## src/sv/sos_pkg.sv

```systemverilog
// Shared types and constants of the shell operator spacer.
// No dependencies; imported by every module of the block.
package sos_pkg;

    localparam logic [7:0] CH_SEMI  = 8'h3B;
    localparam logic [7:0] CH_AMP   = 8'h26;
    localparam logic [7:0] CH_BAR   = 8'h7C;
    localparam logic [7:0] CH_HASH  = 8'h23;
    localparam logic [7:0] CH_SPACE = 8'h20;
    localparam logic [7:0] CH_NUL   = 8'h00;

    localparam int JOB_QUEUE_DEPTH = 4;

    typedef struct packed {
        logic [7:0] in_byte;
        logic       line_end;
    } t_in_beat;

    typedef struct packed {
        logic [7:0] out_byte;
        logic       byte_valid;
        logic       line_done;
    } t_out_beat;

    // One unit of work for the back end: expand one character, or a bare end marker.
    typedef struct packed {
        logic       bare;
        logic [7:0] ch;
        logic [7:0] prev;
        logic [7:0] nxt;
        logic       first;
        logic       done;
    } t_job;

    typedef struct packed {
        logic full;
        logic empty;
    } t_queue_status;

endpackage

```

## src/sv/shell_operator_spacer.sv

```systemverilog
// Top level of the shell operator spacer: front end, job queue and back end.
// Depends on sos_pkg, sos_front, sos_job_fifo and sos_back.

// Normalizes a command line fed in one byte per beat, the last byte flagged by line_end.
// Spaces go around ';' separators and around '&&' and '||' pairs, judged from the
// original bytes before and after each character; a '#' at the start of a line or
// after a space, or a NUL byte, drops the rest of the line. Every line ends with one
// result carrying line_done, a bare marker (byte_valid low, out_byte zero) if the
// closing beat has no byte to give. One byte is held back to see its successor, so a
// byte's output leaves only when the next byte arrives or the line ends. Both sides
// are queues: push while full is low, pop while empty is low. The back end writes
// one result beat per cycle while pop keeps taking them, so an input beat gives
// zero to three result beats (up to six for the closing beat of a line). The front
// end takes a beat per cycle while full is low, and raises full after a closing beat
// that releases two characters, to push the second job. A queue of QUEUE_DEPTH jobs
// lets the front keep accepting while the back is busy or stalled by pop.
module shell_operator_spacer #(
    parameter int QUEUE_DEPTH = sos_pkg::JOB_QUEUE_DEPTH
) (
    input  logic               i_clk,
    input  logic               i_rst_n,
    input  logic               push,
    output logic               full,
    input  sos_pkg::t_in_beat  i_in_beat,
    output logic               empty,
    input  logic               pop,
    output sos_pkg::t_out_beat o_out_beat
);
    import sos_pkg::*;

    t_queue_status q_status;
    t_job          push_job;
    t_job          head_job;
    logic          job_push;
    logic          job_pop;

    // accept beats, classify cuts and line ends, issue expansion jobs
    sos_front u_front (
        .i_clk      (i_clk),
        .i_rst_n    (i_rst_n),
        .i_push     (push),
        .o_full     (full),
        .i_in_beat  (i_in_beat),
        .i_q_status (q_status),
        .o_job_push (job_push),
        .o_job      (push_job)
    );

    // decouple the two sides
    sos_job_fifo #(
        .DEPTH (QUEUE_DEPTH)
    ) u_queue (
        .i_clk    (i_clk),
        .i_rst_n  (i_rst_n),
        .i_push   (job_push),
        .i_job    (push_job),
        .i_pop    (job_pop),
        .o_job    (head_job),
        .o_status (q_status)
    );

    // expand the oldest job into result beats
    sos_back u_back (
        .i_clk       (i_clk),
        .i_rst_n     (i_rst_n),
        .i_job_valid (!q_status.empty),
        .i_job       (head_job),
        .o_job_pop   (job_pop),
        .o_empty     (empty),
        .i_pop       (pop),
        .o_out_beat  (o_out_beat)
    );

endmodule

```

## src/sv/sos_front.sv

```systemverilog
// Front end: accepts input beats, tracks line context and issues expansion jobs.
// Depends on sos_pkg.
module sos_front (
    input  logic                 i_clk,
    input  logic                 i_rst_n,
    input  logic                 i_push,
    output logic                 o_full,
    input  sos_pkg::t_in_beat    i_in_beat,
    input  sos_pkg::t_queue_status i_q_status,
    output logic                 o_job_push,
    output sos_pkg::t_job        o_job
);
    import sos_pkg::*;

    logic [7:0] r_held_char, n_held_char;
    logic [7:0] r_before_held, n_before_held;
    logic       r_held_valid, n_held_valid;
    logic       r_held_is_first, n_held_is_first;
    logic       r_comment_cut, n_comment_cut;
    logic       r_pend, n_pend;
    t_job       r_pend_job, n_pend_job;

    logic       accept;
    logic       cut;
    logic       last;
    logic [7:0] c;
    logic       job1_v, job2_v;
    t_job       job1, job2;

    assign o_full = r_pend || i_q_status.full;
    assign accept = i_push && !o_full;
    assign c      = i_in_beat.in_byte;
    assign last   = i_in_beat.line_end;
    assign cut    = (c == CH_NUL) ||
                    (c == CH_HASH && (!r_held_valid || r_held_char == CH_SPACE));

    always_comb begin
        // held character, expanded with the new byte (or NUL on a cut) as context
        job1_v     = accept && !r_comment_cut && r_held_valid;
        job1.bare  = 1'b0;
        job1.ch    = r_held_char;
        job1.prev  = r_before_held;
        job1.nxt   = cut ? CH_NUL : c;
        job1.first = r_held_is_first;
        job1.done  = cut && last;

        // closing work of the line: bare marker or final character
        job2_v     = 1'b0;
        job2.bare  = 1'b1;
        job2.ch    = CH_NUL;
        job2.prev  = CH_NUL;
        job2.nxt   = CH_NUL;
        job2.first = 1'b0;
        job2.done  = 1'b1;
        if (accept && last) begin
            if (r_comment_cut) begin
                job2_v = 1'b1;
            end else if (cut) begin
                job2_v = !r_held_valid;
            end else begin
                job2_v     = 1'b1;
                job2.bare  = 1'b0;
                job2.ch    = c;
                job2.prev  = r_held_valid ? r_held_char : CH_NUL;
                job2.first = !r_held_valid;
            end
        end

        o_job_push = r_pend || job1_v || job2_v;
        if (r_pend) begin
            o_job = r_pend_job;
        end else if (job1_v) begin
            o_job = job1;
        end else begin
            o_job = job2;
        end

        // hold the second job of a step for the next free cycle
        n_pend     = r_pend ? i_q_status.full : (job1_v && job2_v);
        n_pend_job = (job1_v && job2_v) ? job2 : r_pend_job;

        n_held_char     = r_held_char;
        n_before_held   = r_before_held;
        n_held_valid    = r_held_valid;
        n_held_is_first = r_held_is_first;
        n_comment_cut   = r_comment_cut;
        if (accept) begin
            if (last) begin
                n_held_char     = CH_NUL;
                n_before_held   = CH_NUL;
                n_held_valid    = 1'b0;
                n_held_is_first = 1'b1;
                n_comment_cut   = 1'b0;
            end else if (r_comment_cut) begin
                n_comment_cut = 1'b1;
            end else if (cut) begin
                n_comment_cut = 1'b1;
                n_held_valid  = 1'b0;
            end else begin
                n_before_held   = r_held_valid ? r_held_char : CH_NUL;
                n_held_is_first = !r_held_valid;
                n_held_char     = c;
                n_held_valid    = 1'b1;
            end
        end
    end

    always_ff @(posedge i_clk) begin
        if (!i_rst_n) begin
            r_held_char     <= CH_NUL;
            r_before_held   <= CH_NUL;
            r_held_valid    <= 1'b0;
            r_held_is_first <= 1'b1;
            r_comment_cut   <= 1'b0;
            r_pend          <= 1'b0;
        end else begin
            r_held_char     <= n_held_char;
            r_before_held   <= n_before_held;
            r_held_valid    <= n_held_valid;
            r_held_is_first <= n_held_is_first;
            r_comment_cut   <= n_comment_cut;
            r_pend          <= n_pend;
        end
        r_pend_job <= n_pend_job;
    end

endmodule

```

## src/sv/sos_job_fifo.sv

```systemverilog
// Short job queue between the front and back ends.
// Depends on sos_pkg.
module sos_job_fifo #(
    parameter int DEPTH = sos_pkg::JOB_QUEUE_DEPTH
) (
    input  logic                   i_clk,
    input  logic                   i_rst_n,
    input  logic                   i_push,
    input  sos_pkg::t_job          i_job,
    input  logic                   i_pop,
    output sos_pkg::t_job          o_job,
    output sos_pkg::t_queue_status o_status
);
    import sos_pkg::*;

    localparam int PW = (DEPTH > 1) ? $clog2(DEPTH) : 1;
    localparam int CW = $clog2(DEPTH + 1);

    t_job          r_mem [DEPTH];
    logic [PW-1:0] r_wr_ptr, n_wr_ptr;
    logic [PW-1:0] r_rd_ptr, n_rd_ptr;
    logic [CW-1:0] r_count, n_count;
    logic          do_push, do_pop;

    assign o_status.full  = (r_count == CW'(DEPTH));
    assign o_status.empty = (r_count == '0);
    assign o_job          = r_mem[r_rd_ptr];
    assign do_push        = i_push && !o_status.full;
    assign do_pop         = i_pop && !o_status.empty;

    always_comb begin
        n_wr_ptr = r_wr_ptr;
        n_rd_ptr = r_rd_ptr;
        n_count  = r_count;
        if (do_push) begin
            n_wr_ptr = (r_wr_ptr == PW'(DEPTH - 1)) ? '0 : r_wr_ptr + 1'b1;
        end
        if (do_pop) begin
            n_rd_ptr = (r_rd_ptr == PW'(DEPTH - 1)) ? '0 : r_rd_ptr + 1'b1;
        end
        if (do_push && !do_pop) begin
            n_count = r_count + 1'b1;
        end else if (do_pop && !do_push) begin
            n_count = r_count - 1'b1;
        end
    end

    always_ff @(posedge i_clk) begin
        if (!i_rst_n) begin
            r_wr_ptr <= '0;
            r_rd_ptr <= '0;
            r_count  <= '0;
        end else begin
            r_wr_ptr <= n_wr_ptr;
            r_rd_ptr <= n_rd_ptr;
            r_count  <= n_count;
        end
        if (do_push) begin
            r_mem[r_wr_ptr] <= i_job;
        end
    end

endmodule

```

## src/sv/sos_back.sv

```systemverilog
// Back end: expands each job into one to three output beats, one per cycle while pop takes them.
// Depends on sos_pkg.
module sos_back (
    input  logic               i_clk,
    input  logic               i_rst_n,
    input  logic               i_job_valid,
    input  sos_pkg::t_job      i_job,
    output logic               o_job_pop,
    output logic               o_empty,
    input  logic               i_pop,
    output sos_pkg::t_out_beat o_out_beat
);
    import sos_pkg::*;

    typedef enum logic [1:0] {SLOT_LEAD, SLOT_CHAR, SLOT_TRAIL} t_slot;

    t_slot     r_slot, n_slot;
    t_slot     slot;
    t_out_beat r_out, n_out;
    logic      r_out_valid;
    logic      lead, trail;
    logic      job_last;
    logic      out_taken;
    logic      load;

    always_comb begin
        lead  = 1'b0;
        trail = 1'b0;
        if (i_job.first) begin
            trail = (i_job.ch == CH_SEMI) && (i_job.nxt != CH_SPACE) &&
                    (i_job.nxt != CH_SEMI);
        end else if (i_job.ch == CH_SEMI) begin
            if (i_job.nxt == CH_SEMI && i_job.prev != CH_SPACE && i_job.prev != CH_SEMI) begin
                lead = 1'b1;
            end else if (i_job.prev == CH_SEMI && i_job.nxt != CH_SPACE) begin
                trail = 1'b1;
            end else begin
                lead  = (i_job.prev != CH_SPACE);
                trail = (i_job.nxt != CH_SPACE);
            end
        end else if (i_job.ch == CH_AMP || i_job.ch == CH_BAR) begin
            if (i_job.nxt == i_job.ch && i_job.prev != CH_SPACE) begin
                lead = 1'b1;
            end else if (i_job.prev == i_job.ch && i_job.nxt != CH_SPACE) begin
                trail = 1'b1;
            end
        end

        // skip an unused leading space
        slot = (r_slot == SLOT_LEAD && !lead) ? SLOT_CHAR : r_slot;

        job_last = i_job.bare || (slot == SLOT_TRAIL) || (slot == SLOT_CHAR && !trail);

        if (i_job.bare) begin
            n_out.out_byte   = CH_NUL;
            n_out.byte_valid = 1'b0;
        end else begin
            n_out.out_byte   = (slot == SLOT_CHAR) ? i_job.ch : CH_SPACE;
            n_out.byte_valid = 1'b1;
        end
        n_out.line_done = i_job.done && job_last;

        unique case (slot)
            SLOT_LEAD:  n_slot = SLOT_CHAR;
            SLOT_CHAR:  n_slot = SLOT_TRAIL;
            default:    n_slot = SLOT_LEAD;
        endcase
        if (job_last) begin
            n_slot = SLOT_LEAD;
        end
    end

    assign out_taken  = i_pop && r_out_valid;
    assign load       = i_job_valid && (!r_out_valid || out_taken);
    assign o_job_pop  = load && job_last;
    assign o_empty    = !r_out_valid;
    assign o_out_beat = r_out;

    always_ff @(posedge i_clk) begin
        if (!i_rst_n) begin
            r_out_valid <= 1'b0;
            r_slot      <= SLOT_LEAD;
        end else if (load) begin
            r_out_valid <= 1'b1;
            r_slot      <= n_slot;
        end else if (out_taken) begin
            r_out_valid <= 1'b0;
        end
        if (load) begin
            r_out <= n_out;
        end
    end

endmodule

```

## config.mk

```make
export PLATFORM = sky130hd
export DESIGN_NAME = shell_operator_spacer
export DESIGN_NICKNAME = d
export VERILOG_FILES = /design/src/sv/sos_pkg.sv /design/src/sv/shell_operator_spacer.sv /design/src/sv/sos_front.sv /design/src/sv/sos_job_fifo.sv /design/src/sv/sos_back.sv
export SDC_FILE = /design/constraint.sdc
export NUM_CORES = 1
export LEC_CHECK = 0
export BUFFER_PORTS_ARGS = -buffer_cell sky130_fd_sc_hd__buf_2
export CAP_MARGIN = 15
export CORE_MARGIN = 3
export CORE_UTILIZATION = 61
export CTS_BUF_LIST = sky130_fd_sc_hd__clkbuf_8 sky130_fd_sc_hd__clkbuf_16
export DETAILED_ROUTE_END_ITERATION = 10
export GPL_ROUTABILITY_DRIVEN = 1
export PLACE_DENSITY = 0.85
export SYNTH_ARGS = -nofsm -noshare
export SYNTH_HDL_FRONTEND = slang
export SYNTH_SLANG_ARGS = --single-unit
```

## constraint.sdc

```tcl
create_clock -name i_clk -period 5.4 [get_ports i_clk]
set_input_delay 1.62 -clock i_clk [delete_from_list [all_inputs] [get_ports i_clk]]
set_output_delay 1.62 -clock i_clk [all_outputs]
set_load 0.02 [all_outputs]
```

==> tab_implementation.tex, run 1 <==
\begin{tabular}{lr}
\hline
Metric & Value \\
\hline
\multicolumn{2}{l}{\textbf{Status}} \\
Outcome & finished clean \\
\multicolumn{2}{l}{\textbf{Floorplanning}} \\
Boundary pin count & 25 \\
Site row count & 38 \\
Horizontal extent of the die & 114 um \\
Die ar. & between 10,000 and 15,000 sq um \\
Die outline height & 114 um \\
Area of the core & between 10,000 and 15,000 sq um \\
Initial Util & 63.7\% \\
\multicolumn{2}{l}{\textbf{Clock network}} \\
H-tree levels & 4 \\
Clock Root Buffer & sky130\_fd\_sc\_hd\_\_clkbuf\_16 \\
Register clock-pin slew on the reported worst setup and hold paths & approximately 0.060 ns \\
Number of buffers created by CTS & 17 \\
Quantity of gates resized following cts & 0 \\
Post-CTS setup buffer count & 0 \\
Clk\_lat worst skew & approximately 0.42 ns \\
Number of buffers on the longest clock path & 2 \\
Hold buffer count at cts & 0 \\
Clock tree from TritonCTS & yes \\
TritonCTS Sinks & 168 \\
\multicolumn{2}{l}{\textbf{Final layout}} \\
Ant. Diodes & 0 \\
Total Nets Final & between 500 and 600 \\
Layout Area Growth over Synthesis & 12.0\% \\
Area of the multi-input gates & around 2200 sq um \\
Area taken by flip-flops and latches & approximately 4700 sq um \\
Count of fill cells added during filler insertion & between 600 and 700 \\
Fraction of final layout cells sized beyond drive strength 1 & approximately 18\% \\
Finished layout cell area & around 7900 sq um \\
Util after Layout & between 70\% and 80\% \\
\multicolumn{2}{l}{\textbf{Global routing}} \\
Initial antenna violation count & 0 \\
Number of global-route vias before repair & about 4,200 \\
Largest net degree at the start of global routing & 28 \\
Total gr overflow & 0 \\
Wire length of the first global-routing pass & about 23 mm \\
All-layer global routing usage & 24.1\% \\
\multicolumn{2}{l}{\textbf{Placement}} \\
Placed wire-length estimate after detailed placement & about 9.2 mm \\
Post-Place Worst Slack & $\sim$0.88 ns \\
Placed cell areas & $\sim$7300 sq um \\
Final RePlAce weighted congestion & roughly 0.86 \\
Port buffer count & 24 \\
\multicolumn{2}{l}{\textbf{Synthesis}} \\
Yosys warns & 0 \\
Number of distinct standard cells referenced by the synthesized netlist & 55 \\
Share of the yosys chip area belonging to registers & roughly two thirds \\
Post-Syn Area per Cell & between 15 and 20 sq um \\
Synthesized net count & roughly 480 \\
Number of synthesized flops with an enable pin & around 140 \\
Synth Register Bits & $\sim$170 \\
Async SR Flop Fraction & 0\% \\
Top cells by area, synth & sky130\_fd\_sc\_hd\_\_edfxtp\_1 58\%, sky130\_fd\_sc\_hd\_\_dfxtp\_1 9.1\%, sky130\_fd\_sc\_hd\_\_mux4\_2 7.7\% \\
Top cell type by total area after synthesis & sky130\_fd\_sc\_hd\_\_edfxtp\_1 \\
Share of the synthesized area in the top cell type & $\sim$58\% \\
Summed instance area of the synthesized netlist & between 7000 and 8000 sq um \\
Dominant synthesized flop cell & sky130\_fd\_sc\_hd\_\_edfxtp\_1 \\
Cells after Synth & approximately 460 \\
\multicolumn{2}{l}{\textbf{Timing}} \\
Relative slew slack & around half \\
Maximum frequency from static timing analysis & 221 MHz \\
Transition time of the tightest slew-check pin & roughly 0.77 ns \\
Fin Setup TNS & 0 ns \\
Final critical delay including setup and external delays & 4.53 ns \\
Setup-violating endpoint count in the final report & 0 \\
Final worst-path setup slack & around 0.87 ns \\
Unrepaired setup endpoints after global routing & false \\
Number of pins with negative max-slew slack in the final report & 0 \\
Final count of hold timing violations & 0 \\
Setup clock skew after layout & 0.0152 ns \\
Fraction of the cycle the final worst path needs & between 80\% and 90\% \\
Worst Hold Slack & approximately 0.47 ns \\
\multicolumn{2}{l}{\textbf{Detailed routing}} \\
Number of iterations in the first detailed-routing pass & 5 \\
Length of routed met2 wiring & roughly 7.3 mm \\
Per-cell via count in the routed design & about 6.5 \\
Remaining design rule violation count & 0 \\
DRT antenna net count & 0 \\
DRT met1 WL & $\sim$5.8 mm \\
Top routing layer used & met4 \\
WL per Instance & about 22 um \\
Detailed Route Iter0 Violations & 388 \\
Vias & between 4,000 and 5,000 \\
Met3 Routed Length & between 1 and 1.5 mm \\
Total wire length & between 10 and 15 mm \\
\multicolumn{2}{l}{\textbf{Power and ir drop}} \\
Leak Pwr & between 2 and 3 nW \\
Power per unit of standard cell area & 474 nW/um\^{}2 \\
Worst IR drop on VDD & 0.279 mV \\
\multicolumn{2}{l}{\textbf{Critical path}} \\
Highest net fanout along the worst path & 15 \\
R2R Setup Slk & 0.87 ns \\
Category of the worst setup path capture point & flip-flop \\
Startpoint type of the worst setup path & flip-flop \\
Classification of the worst setup path & reg2reg \\
Worst path arrival time & $\sim$4.9 ns \\
Required time worst endpoint & about 5.7 ns \\
\multicolumn{2}{l}{\textbf{Job}} \\
Max cap viols & 0 \\
\multicolumn{2}{l}{\textbf{Hold path}} \\
Type of the most critical hold path & reg2reg \\
\hline
\end{tabular}
[final cells by class]
type | count | area share [%]
clock buffer | 19 | 5.73
clock inverter | 13 | 1.52
inverter | 24 | 1.14
multi-input combinational | 247 | 27.3
sequential | 168 | 59.8
tap | 140 | 2.22
timing repair buffer | 33 | 2.34
[synthesized netlist by cell type, types with 6 or more instances]
library cell,number
sky130_fd_sc_hd__edfxtp_1,136
sky130_fd_sc_hd__nor2_1,21
sky130_fd_sc_hd__xnor2_1,13
sky130_fd_sc_hd__inv_1,24
sky130_fd_sc_hd__and3_1,11
sky130_fd_sc_hd__a22oi_1,8
sky130_fd_sc_hd__a22o_1,21
sky130_fd_sc_hd__and2_1,26
sky130_fd_sc_hd__nand2_1,27
sky130_fd_sc_hd__clkbuf_1,15
sky130_fd_sc_hd__dfxtp_1,32
sky130_fd_sc_hd__mux4_2,24
sky130_fd_sc_hd__o21ai_0,6
sky130_fd_sc_hd__ha_1,6
sky130_fd_sc_hd__a21boi_0,7
sky130_fd_sc_hd__nor2b_1,7
[registers in the layout (all words and copies together) (netlist names), named ones only]
register and count:
u_back.r_slot 2, u_queue.r_mem 108, u_front.r_comment_cut 1, u_front.r_held_is_first 1, u_front.r_pend 1, u_front.r_pend_job 18, u_front.r_held_char 8, u_front.r_held_valid 1
u_queue.r_count 3, u_back.r_out_valid 1, u_queue.r_wr_ptr 2, u_front.r_before_held 8, u_back.o_out_beat 10, u_queue.r_rd_ptr 2
[cell usage in the layout (no fill, tap or decap), drive strengths merged, types with 2 or more instances in the layout]
cell type and instances:
a21boi 9, a21o 3, a21oi 2, a22o 21, a22oi 8, a32oi 2
and2 26, and3 11, buf 32, clkbuf 20, clkinv 3, clkinvlp 4
dfxtp 32, edfxtp 136, ha 6, inv 29, mux2i 5, mux4 27
nand2 27, nand2b 3, nand3 3, nand4 5, nor2 21, nor2b 7
nor3 4, nor4 5, nor4b 3, o211a 2, o21ai 7, o31ai 3
or3 2, or4 2, xnor2 13, xor2 5
[critical path: stages (launching register included)]
cell	delay (ns)
sky130_fd_sc_hd__dfxtp_2	0.66
sky130_fd_sc_hd__buf_4	0.39
sky130_fd_sc_hd__mux4_2	0.60
sky130_fd_sc_hd__nor4_1	0.51
sky130_fd_sc_hd__a21boi_0	0.21
sky130_fd_sc_hd__o211a_1	0.30
sky130_fd_sc_hd__o31ai_2	0.27
sky130_fd_sc_hd__o21ai_2	0.11
sky130_fd_sc_hd__inv_1	0.08
sky130_fd_sc_hd__ha_1	0.18
sky130_fd_sc_hd__inv_1	0.07
sky130_fd_sc_hd__fa_1	0.43
sky130_fd_sc_hd__xor2_1	0.18
sky130_fd_sc_hd__or3_1	0.31
sky130_fd_sc_hd__a21boi_0	0.16
[routing by layer]
layer / track usage, % / vias up
met5: 0 / -
met4: 7.53 / 0
met2: 39.7 / 216
met3: 5.62 / 22
met1: 32.4 / 2106
li1: - / 1831
[path summary, 6_finish.rpt]
check | depth (start not counted) | from | end
setup / recovery | 14 | flip-flop | u_queue.r_count[2]
hold / removal | 2 | u_front.r_before_held[7] | u_front.r_before_held[7]
setup reg to reg | 14 | flip-flop | u_queue.r_count[2]
hold reg to reg | 2 | u_front.r_before_held[7] | u_front.r_before_held[7]
[cells by family (layout without fill, tap and decap cells)]
family	count (synthesis)	after routing	synth area share, %
xor+xnor	18	18	2.23
simple gates	124	124	9.57
flops	168	168	66.9
compound gates	66	66	7.90
fa+ha+maj	7	7	1.35
mux	32	32	9.48
buf+inv	44	89	2.55
[per-stage QoR]
step                      power, W  instances
after floorplan            0.00236        459
after global placement     0.00256        611
after detailed placement   0.00260        611
after CTS                  0.00376        643
after global routing       0.00392        644
final                      0.00375        644
[where the power goes]
part           switching, W  internal (W)
Clock              0.000489      0.000662
Combinational      0.000562      0.000398
Sequential        0.0000858       0.00155
Total               0.00114       0.00261
Note: power is estimated with default switching activity, not from simulation.
==> run 2, diff against run 1 <==
--- a/config.mk
+++ b/config.mk
@@ -8,11 +8,11 @@
 export BUFFER_PORTS_ARGS = -buffer_cell sky130_fd_sc_hd__buf_2
 export CAP_MARGIN = 15
 export CORE_MARGIN = 3
-export CORE_UTILIZATION = 61
+export CORE_UTILIZATION = 55
 export CTS_BUF_LIST = sky130_fd_sc_hd__clkbuf_8 sky130_fd_sc_hd__clkbuf_16
 export DETAILED_ROUTE_END_ITERATION = 10
 export GPL_ROUTABILITY_DRIVEN = 1
-export PLACE_DENSITY = 0.85
+export PLACE_DENSITY = 0.81
 export SYNTH_ARGS = -nofsm -noshare
 export SYNTH_HDL_FRONTEND = slang
 export SYNTH_SLANG_ARGS = --single-unit
==> constraint.sdc (replaced) <==
create_clock -name i_clk -period 3.65 [get_ports i_clk]
set_input_delay 1.095 -clock i_clk [delete_from_list [all_inputs] [get_ports i_clk]]
set_output_delay 1.095 -clock i_clk [all_outputs]
set_load 0.02 [all_outputs]
==> tab_implementation.tex, run 2 (synthesis results as in run 1) <==
\begin{tabular}{lr}
\hline
Metric & Value \\
\hline
\multicolumn{2}{l}{\textbf{Final layout}} \\
Util after Layout & 67.2\% \\
Most frequent cells in the layout & 136 x sky130\_fd\_sc\_hd\_\_edfxtp\_1, 38 x sky130\_fd\_sc\_hd\_\_buf\_4, 31 x sky130\_fd\_sc\_hd\_\_dfxtp\_1 \\
Most common library cell in the layout ignoring fill and taps & sky130\_fd\_sc\_hd\_\_edfxtp\_1 \\
Max reg flops & between 100 and 150 \\
Finished layout cell area & between 8000 and 9000 sq um \\
Ant. Diodes & 0 \\
Total Nets Final & between 500 and 600 \\
Register containing the most flip-flops in the final layout & u\_queue.r\_mem \\
Layout Area Growth over Synthesis & 16.7\% \\
Fraction of final layout cells sized beyond drive strength 1 & roughly a quarter \\
\multicolumn{2}{l}{\textbf{Detailed routing}} \\
Vias & slightly above 4,000 \\
Total wire length & between 10 and 15 mm \\
Remaining design rule violation count & 0 \\
DRT antenna net count & 0 \\
WL per Instance & around 20 um \\
Per-cell via count in the routed design & about 5.9 \\
Number of iterations in the first detailed-routing pass & 5 \\
Detailed Route Iter0 Violations & 435 \\
\multicolumn{2}{l}{\textbf{Floorplanning}} \\
Die ar. & $\sim$14,000 sq um \\
Initial Util & a little under three fifths \\
Boundary pin count & 25 \\
Site row count & 40 \\
Die outline height & between 100 and 150 um \\
Area of the core & 12,300 sq um \\
Horizontal extent of the die & between 100 and 150 um \\
\multicolumn{2}{l}{\textbf{Critical path}} \\
R2R Setup Slk & -0.15 ns \\
Endpoint of the worst setup timing path & u\_queue.r\_count[2] \\
Number of cell instances on the worst register-to-register path & 13 \\
Startpoint type of the worst setup path & flip-flop \\
Count of buffering cells on the critical path with inverters included & 2 \\
Category of the worst setup path capture point & flip-flop \\
Required time worst endpoint & 3.99 ns \\
Cell at the slowest stage of the critical path & sky130\_fd\_sc\_hd\_\_or4b\_1 \\
Classification of the worst setup path & reg2reg \\
Max incr delay on CP & 0.54 ns \\
Terminus of the critical flop-to-flop path & u\_queue.r\_count[2] \\
Number of cells on the critical path & 13 \\
Worst path arrival time & between 4 and 5 ns \\
Crit-path cells & mux4\_2 > or4b\_1 > a2111o\_1 > a211o\_1 > o31ai\_2 > o21ai\_2 > inv\_1 > ha\_2 > inv\_2 > fa\_2 > xor2\_1 > or3\_1 > a21boi\_1 \\
Highest net fanout along the worst path & 6 \\
Cell class contributing the biggest share of worst-path delay & compound AO/OA/AOI/OAI gates \\
\multicolumn{2}{l}{\textbf{Timing}} \\
Setup clock skew after layout & around 0.012 ns \\
Final critical delay including setup and external delays & 3.80 ns \\
Unrepaired setup endpoints after global routing & true \\
Relative slew slack & between 40\% and 50\% \\
Maximum frequency from static timing analysis & about 260 MHz \\
Final worst-path setup slack & -0.153 ns \\
Number of pins with negative max-slew slack in the final report & 0 \\
Fraction of the cycle the final worst path needs & 104\% \\
Transition time of the tightest slew-check pin & 0.780 ns \\
Final count of hold timing violations & 0 \\
Setup-violating endpoint count in the final report & 1 \\
\multicolumn{2}{l}{\textbf{Power and ir drop}} \\
Power per unit of standard cell area & 700 nW/um\^{}2 \\
Overall power consumption & 0.00577 W \\
Worst IR drop on VDD & roughly 0.35 mV \\
Leak Pwr & just over 3 nW \\
\multicolumn{2}{l}{\textbf{Clock network}} \\
Clock Root Buffer & sky130\_fd\_sc\_hd\_\_clkbuf\_16 \\
H-tree levels & 4 \\
Register clock-pin slew on the reported worst setup and hold paths & 0.06 ns \\
Hold buffer count at cts & 0 \\
Clk\_lat worst skew & $\sim$0.42 ns \\
Number of buffers on the longest clock path & 2 \\
Number of buffers created by CTS & 17 \\
TritonCTS Sinks & between 150 and 200 \\
Clock tree from TritonCTS & yes \\
\multicolumn{2}{l}{\textbf{Global routing}} \\
Number of global-route vias before repair & 4,117 \\
Largest net degree at the start of global routing & 28 \\
Initial antenna violation count & 0 \\
Routing usage on met1 & $\sim$28\% \\
GR met3 Demand/Resource & 3.80\% \\
Layer with the highest usage & met2 \\
Wire length of the first global-routing pass & approximately 22 mm \\
Total gr overflow & 0 \\
Global routing usage on met2 & 34.1\% \\
All-layer global routing usage & 20.7\% \\
\multicolumn{2}{l}{\textbf{Status}} \\
Outcome & complete, but fails checks \\
Violated checks & setup timing \\
\multicolumn{2}{l}{\textbf{Placement}} \\
Placed cell areas & $\sim$7600 sq um \\
Port buffer count & 24 \\
Final RePlAce weighted congestion & between 0.8 and 0.9 \\
Placed wire-length estimate after detailed placement & $\sim$9.2 mm \\
\multicolumn{2}{l}{\textbf{Hold path}} \\
Type of the most critical hold path & reg2reg \\
\multicolumn{2}{l}{\textbf{Job}} \\
Max cap viols & 0 \\
\hline
\end{tabular}
-- run 2: cell count changes in the layout (fill, tap and decap cells not counted), sizes merged --
cell,previous run,this run
buf,32,65
clkinv,3,8
inv,29,25
clkbuf,20,17
bufinv,1,2
-- run 2: what timing repair did --
item                                   4_1_cts  5_1_grt
resized for setup                            3        5
setup buffers                                0        1
pin swaps                                    2        1
endpoints found under the hold margin        0        0
setup endpoints to repair                    2        2
gates cloned                                 0        0
-- run 2: cell type report --
class	count	area [sq um]
clock buffer	17	425
clock inverter	15	154
fill	809	4030
inverter	24	90.1
multi-input combinational	247	2180
sequential	168	4730
tap	168	210
timing repair buffer	65	452
-- run 2: per-layer routing --
metal	vias up	share of wire (%)	wire, um
li1	1891	-	-
met1	2084	43	6100
met2	151	50	7120
met3	22	4.7	671
met4	0	1.8	255
met5	-	0	0
-- run 2: worst min-delay path by stage --
| stage | cells past startpoint | end | slack, ns | startpoint |
|---|---|---|---|---|
| after floorplan | 2 | u_front.r_held_is_first | 0.43 | u_front.r_held_is_first |
| after global placement | 2 | u_front.r_held_is_first | 0.44 | u_front.r_held_is_first |
| after detailed placement | 2 | u_front.r_held_is_first | 0.44 | u_front.r_held_is_first |
| after CTS | 2 | u_front.r_held_is_first | 0.45 | u_front.r_held_is_first |
| after global routing | 2 | u_front.r_held_is_first | 0.48 | u_front.r_held_is_first |
| final | 2 | u_front.r_held_is_first | 0.45 | u_front.r_held_is_first |
-- run 2: worst register-to-register path: stages, from the launching register on --
cell and delay (ns):
sky130_fd_sc_hd__dfxtp_4 0.40, sky130_fd_sc_hd__mux4_2 0.52, sky130_fd_sc_hd__or4b_1 0.54, sky130_fd_sc_hd__a2111o_1 0.41, sky130_fd_sc_hd__a211o_1 0.30, sky130_fd_sc_hd__o31ai_2 0.24
sky130_fd_sc_hd__o21ai_2 0.10, sky130_fd_sc_hd__inv_1 0.07, sky130_fd_sc_hd__ha_2 0.18, sky130_fd_sc_hd__inv_2 0.04, sky130_fd_sc_hd__fa_2 0.33, sky130_fd_sc_hd__xor2_1 0.15
sky130_fd_sc_hd__or3_1 0.31, sky130_fd_sc_hd__a21boi_1 0.14
-- run 2: report_power, final --
| part | switching [W] | internal [W] |
|---|---|---|
| combinational | 0.000883 | 0.000768 |
| sequential | 0.0000942 | 0.00229 |
| clock | 0.000722 | 0.00101 |
| total | 0.00170 | 0.00407 |
-- run 2: metrics by stage --
step	worst slack (ns)	instances	hold slack (ns)	setup TNS, ns
6_report	-0.153	704	0.453	-0.153
3_3_place_gp	-0.0372	671	0.436	-0.0372
2_1_floorplan	-0.218	459	0.425	-0.218
4_1_cts	-0.161	703	0.450	-0.161
3_5_place_dp	-0.138	671	0.441	-0.138
5_1_grt	-0.292	704	0.482	-0.372
